--- config.mk ---
export PLATFORM = sky130hd
export DESIGN_NAME = mowm_ctrl
export DESIGN_NICKNAME = d
export VERILOG_FILES = /design/src/design/mowm_pkg.sv /design/src/design/mowm_ctrl.sv
export SDC_FILE = /design/constraint.sdc
export NUM_CORES = 1
export LEC_CHECK = 0
export ABC_CLOCK_PERIOD_IN_PS = 1300
export BUFFER_PORTS_ARGS = -buffer_cell sky130_fd_sc_hd__buf_2
export CAP_MARGIN = 40
export CORE_UTILIZATION = 30
export CTS_CLUSTER_DIAMETER = 50
export DETAILED_ROUTE_END_ITERATION = 8
export MAX_ROUTING_LAYER = met4
export PLACE_DENSITY = 0.53
export SLEW_MARGIN = 30
export SYNTH_ARGS = -nofsm -noshare
export SYNTH_HDL_FRONTEND = slang
export SYNTH_SLANG_ARGS = --single-unit
--- constraint.sdc ---
create_clock -name clk -period 1.3 [get_ports clk]
set_input_delay 0.13 -clock clk [delete_from_list [all_inputs] [get_ports clk]]
set_output_delay 0.13 -clock clk [all_outputs]
set_load 0.005 [all_outputs]
--- src/design/mowm_pkg.sv ---
// ----------------------------------------------------------------------------
// mowm_pkg
// Shared types, defaults and sequencer codes for the max-of-window-minimums
// block.
// ----------------------------------------------------------------------------
package mowm_pkg;

    localparam int MAX_LEN_DEF    = 64;
    localparam int VALUE_BITS_DEF = 31;

    typedef struct packed {
        logic [30:0] sample_value;
        logic        end_of_set;
    } in_word_t;

    typedef struct packed {
        logic [6:0]  window_size;
        logic [30:0] best_minimum;
        logic        final_result;
        logic        truncated;
    } out_word_t;

    typedef enum logic [3:0] {
        ST_LOAD,
        ST_CLEAR,
        ST_L_RD,
        ST_L_CMP,
        ST_L_TOP,
        ST_R_RD,
        ST_R_CMP,
        ST_R_TOP,
        ST_R_UPD,
        ST_S_RD,
        ST_S_WR,
        ST_E_RD,
        ST_E_LD
    } state_t;

    typedef enum logic [3:0] {
        OP_NONE,
        OP_LOAD,
        OP_CLEAR,
        OP_L_READ,
        OP_POP,
        OP_TOP,
        OP_L_PUSH,
        OP_R_READ,
        OP_R_PUSH,
        OP_R_UPD,
        OP_S_READ,
        OP_S_WRITE,
        OP_E_READ,
        OP_E_LOAD
    } op_t;

    typedef struct packed {
        op_t op;
    } cmd_t;

    typedef struct packed {
        logic eos_fire;
        logic i_eq_n;
        logic i_last;
        logic i_zero;
        logic i_one;
        logic pop_left;
        logic pop_right;
        logic out_free;
    } status_t;

endpackage

--- src/design/mowm_ctrl.sv ---
// ----------------------------------------------------------------------------
// mowm_ctrl
// Sequencer: load, table clear, left and right stack passes, suffix maximum
// and result emission.
// ----------------------------------------------------------------------------
module mowm_ctrl (
    input  logic              clk,
    input  logic              rst_n,
    input  mowm_pkg::status_t status,
    output mowm_pkg::cmd_t    cmd
);

    mowm_pkg::state_t state_reg;
    mowm_pkg::state_t state_next;

    always_ff @(posedge clk or negedge rst_n)
    begin
        if (!rst_n)
        begin
            state_reg <= mowm_pkg::ST_LOAD;
        end
        else
        begin
            state_reg <= state_next;
        end
    end

    always_comb
    begin
        state_next = state_reg;
        case (state_reg)
            mowm_pkg::ST_LOAD:
            begin
                if (status.eos_fire)
                    state_next = mowm_pkg::ST_CLEAR;
            end
            mowm_pkg::ST_CLEAR:
            begin
                if (status.i_eq_n)
                    state_next = mowm_pkg::ST_L_RD;
            end
            mowm_pkg::ST_L_RD:  state_next = mowm_pkg::ST_L_CMP;
            mowm_pkg::ST_L_CMP:
            begin
                if (status.pop_left)
                    state_next = mowm_pkg::ST_L_TOP;
                else if (status.i_last)
                    state_next = mowm_pkg::ST_R_RD;
                else
                    state_next = mowm_pkg::ST_L_RD;
            end
            mowm_pkg::ST_L_TOP: state_next = mowm_pkg::ST_L_CMP;
            mowm_pkg::ST_R_RD:  state_next = mowm_pkg::ST_R_CMP;
            mowm_pkg::ST_R_CMP:
            begin
                if (status.pop_right)
                    state_next = mowm_pkg::ST_R_TOP;
                else
                    state_next = mowm_pkg::ST_R_UPD;
            end
            mowm_pkg::ST_R_TOP: state_next = mowm_pkg::ST_R_CMP;
            mowm_pkg::ST_R_UPD:
            begin
                if (status.i_zero)
                    state_next = mowm_pkg::ST_S_RD;
                else
                    state_next = mowm_pkg::ST_R_RD;
            end
            mowm_pkg::ST_S_RD:  state_next = mowm_pkg::ST_S_WR;
            mowm_pkg::ST_S_WR:
            begin
                if (status.i_one)
                    state_next = mowm_pkg::ST_E_RD;
                else
                    state_next = mowm_pkg::ST_S_RD;
            end
            mowm_pkg::ST_E_RD:  state_next = mowm_pkg::ST_E_LD;
            mowm_pkg::ST_E_LD:
            begin
                if (status.out_free)
                    state_next = status.i_eq_n ? mowm_pkg::ST_LOAD : mowm_pkg::ST_E_RD;
            end
            default:            state_next = mowm_pkg::ST_LOAD;
        endcase
    end

    always_comb
    begin
        cmd.op = mowm_pkg::OP_NONE;
        case (state_reg)
            mowm_pkg::ST_LOAD:  cmd.op = mowm_pkg::OP_LOAD;
            mowm_pkg::ST_CLEAR: cmd.op = mowm_pkg::OP_CLEAR;
            mowm_pkg::ST_L_RD:  cmd.op = mowm_pkg::OP_L_READ;
            mowm_pkg::ST_L_CMP:
                cmd.op = status.pop_left ? mowm_pkg::OP_POP : mowm_pkg::OP_L_PUSH;
            mowm_pkg::ST_L_TOP: cmd.op = mowm_pkg::OP_TOP;
            mowm_pkg::ST_R_RD:  cmd.op = mowm_pkg::OP_R_READ;
            mowm_pkg::ST_R_CMP:
                cmd.op = status.pop_right ? mowm_pkg::OP_POP : mowm_pkg::OP_R_PUSH;
            mowm_pkg::ST_R_TOP: cmd.op = mowm_pkg::OP_TOP;
            mowm_pkg::ST_R_UPD: cmd.op = mowm_pkg::OP_R_UPD;
            mowm_pkg::ST_S_RD:  cmd.op = mowm_pkg::OP_S_READ;
            mowm_pkg::ST_S_WR:  cmd.op = mowm_pkg::OP_S_WRITE;
            mowm_pkg::ST_E_RD:  cmd.op = mowm_pkg::OP_E_READ;
            mowm_pkg::ST_E_LD:  cmd.op = mowm_pkg::OP_E_LOAD;
            default:            cmd.op = mowm_pkg::OP_NONE;
        endcase
    end

endmodule

==> reports/qor.yml <==
run_status:
  status: "finished, violations left"
  violations: "design-rule violations, negative setup slack"
sta:
  fin_ws_ns: -0.07757
  setup_viol_count_final: 7
  maxSlewViolCount: 0
  finalCritPeriodShare_pct: 106.0
  tightest_slew_ns: 0.2563
  finalHoldViolCount: 0
  min_period_ns: 1.378
  rsz0062_at_grt: "true"
  clock.fmax_mhz: 725.9
  fin_skew_ns: 0.005741
  slew_headroom_pct: 82.73
power_and_ir_drop:
  p_leak_nw: 0.3908
  finalPower_mw: 1.885
  pwr-share-comb_pct: 75.0
  power.share.clock_pct: 8.3
  power.switching_mw: 0.8014
  p_seq_share_pct: 16.7
  vdd_drop_max_uv: 1205
  power_density_nw_per_um2: 2232
  p_sw_share_pct: 42.51
  power.internal_mw: 1.084
layout:
  diodes: 0
  largest_reg_flops: 4
  nFillCells: 138
  stdcell_area_um2: 844.6
  flow.area_growth_from_synthesis_pct: 63.04
  fin_nets: 118
  final_common_cell: "buf_4"
  final_cells: 122
  final_core_util_pct: 54.17
  drive_gt1_share_pct: 53.77
  mostFrequentLayoutCells: "buf_4, buf_2, nor2_1"
clocking:
  cts_buffer_depth: 2
  cts_inserted_buffers: 3
  clock_latency_ns: 0.24
  tritoncts: "built"
  clk_pin_slew_worst_paths_ns: 0.04
  h-tree-depth: 1
  cts-root-buf: "clkbuf_4"
  clock_sinks: 4
critical_path:
  cp.arrival_ns: 1.49
  cp_slowest_stage_delay_ns: 0.46
  critPathKind: "flip-flop to flip-flop"
  crit_fanout: 8
  path_cells: "buf_4, and4bb_2, mux2i_1, a2bb2oi_1, o21ai_1"
  slowest_stage: "dfrtp_2"
  worst_ep_required_time_ns: 1.41
  end_kind: "flip-flop"
  cp-start-kind: "flip-flop"
yosys:
  syn_area_um2: 518.0
  postSynthCellCount: 71
  yosys_warnings: 0
  ys.flop_type: "dfrtp_1"
  synth_edf_count: 0
  yosysSeqAreaShare_pct: 19.32
  syn_nets: 81
  synth-seq-cells: 4
  syn_avg_cell_area_um2: 7.296
  synthArstFlopShare_pct: 100.0
  synth.distinct_cells: 27
place:
  pre_cts_slack_ns: -0.05834
  dp_cells: 104
  port_buffers: 13
  place_congestion: 0.8258
  placed_cell_area_um2: 630.6
  place_hpwl_um: 957.4
floorplanning:
  design.die.area_um2: 1897
  io_pins: 14
  die_w_um: 43.56
  rows: 14
  start_util_pct: 33.23
  fp.coreArea_um2: 1559
  die_h_um: 43.56
detailed_routing:
  wl_per_cell_um: 13.52
  drt.antenna.violating_nets: 0
  drc_errors: 2
  finalWirelength_um: 1649
  drt-vias-per-instance: 5.328
  drt_iter0_markers: 11
  via_count: 650
  drtPass1Iterations: 6
global_routing:
  antenna_found_initial: 0
  grt_start_max_net_pins: 9
  grt_pass1_vias: 547
  grt_overflow: 0
  grt_first_pass_wirelength_um: 2325
  grt_usage_pct: 17.01
job:
  drv_cap: 0
hold_path:
  hold_path.class: "primary input to flip-flop"
[layer usage]
layer | global-route usage, % | vias to the layer above | share of wire [%]
met5 | - | - | 0
met4 | 1.875 | 0 | 0
li1 | - | 325 | -
met2 | 25.97 | 11 | 47
met1 | 22.08 | 314 | 49
met3 | 6.250 | 0 | 3.0
[power by group through the flow]
stage | clock [mW] | combinational, mW | sequential, mW
after global placement | 0 | 0.917 | 0.334
after CTS | 0.164 | 1.18 | 0.295
after floorplan | 0 | 0.715 | 0.223
final | 0.156 | 1.41 | 0.315
after global routing | 0.175 | 1.54 | 0.321
after detailed placement | 0 | 0.906 | 0.329
[area by class of cell]
cell class	count	area, µm²	share of cell area (%)
inverters	3	11.26	1.333
well taps	16	20.02	2.370
repair buffers	38	277.8	32.89
flip-flops and latches	4	105.1	12.44
clock buffers	3	22.52	2.667
multi-input cells	58	407.9	48.30
[logic make-up after synthesis]
kind of cell / count (synthesis) / share of synthesized area [%]
AOI/OAI and AO/OA: 23 / 30.19
DFF: 4 / 19.32
and+or+nand+nor: 33 / 35.27
muxes: 2 / 3.865
buffers and inverters: 9 / 11.35
[synth_stat cells (all sizes together), types with 2 or more instances]
cell type	n	area, µm²
mux2i	2	20.02
nand2b	2	12.51
nor3	4	20.02
nor2b	5	31.28
o21ai	10	50.05
buf	6	47.54
dfrtp	4	100.1
nor2	10	37.54
nand2	7	26.28
a31oi	5	31.28
inv	3	11.26
[final timing paths]
kind | from | end | slack [ns] | depth (start not counted)
max in group asynchronous | rst_n | state_reg[1] | 0.94 | 2
setup reg to reg | state_reg[1] | state_reg[0] | -0.08 | 5
hold / removal | status[0] | state_reg[3] | 0.18 | 4
setup / recovery | state_reg[1] | state_reg[0] | -0.08 | 5
hold reg to reg | state_reg[2] | state_reg[3] | 0.77 | 3
min in group asynchronous | rst_n | state_reg[3] | 0.22 | 2
[through the flow]
| stage | hold slack [ns] | setup TNS [ns] |
|---|---|---|
| 6_report | 0.1794 | -0.3845 |
| 5_1_grt | 0.2138 | -0.9378 |
| 4_1_cts | 0.1770 | -0.3560 |
| 3_5_place_dp | -0.06412 | -0.1403 |
| 3_3_place_gp | -0.06332 | -0.2782 |
| 2_1_floorplan | -0.1656 | 0 |
[repair_timing]
action	in CTS	in global routing
cloned	1	0
setup buffers	8	6
endpoints found under the setup margin	7	8
resized for setup	14	13
hold buffers	1	0
hold endpoints to repair	4	0
pin swaps	5	5
[worst max-delay path: cells and delay by family (launching register included)]
kind                   cells  cell delay [ns]
AO/OA/AOI/OAI              2             0.28
buffers and inverters      1             0.18
flip-flops                 1             0.46
multiplexers               1             0.13
AND/OR/NAND/NOR            1             0.22
Power figures use the tool's default switching activity.
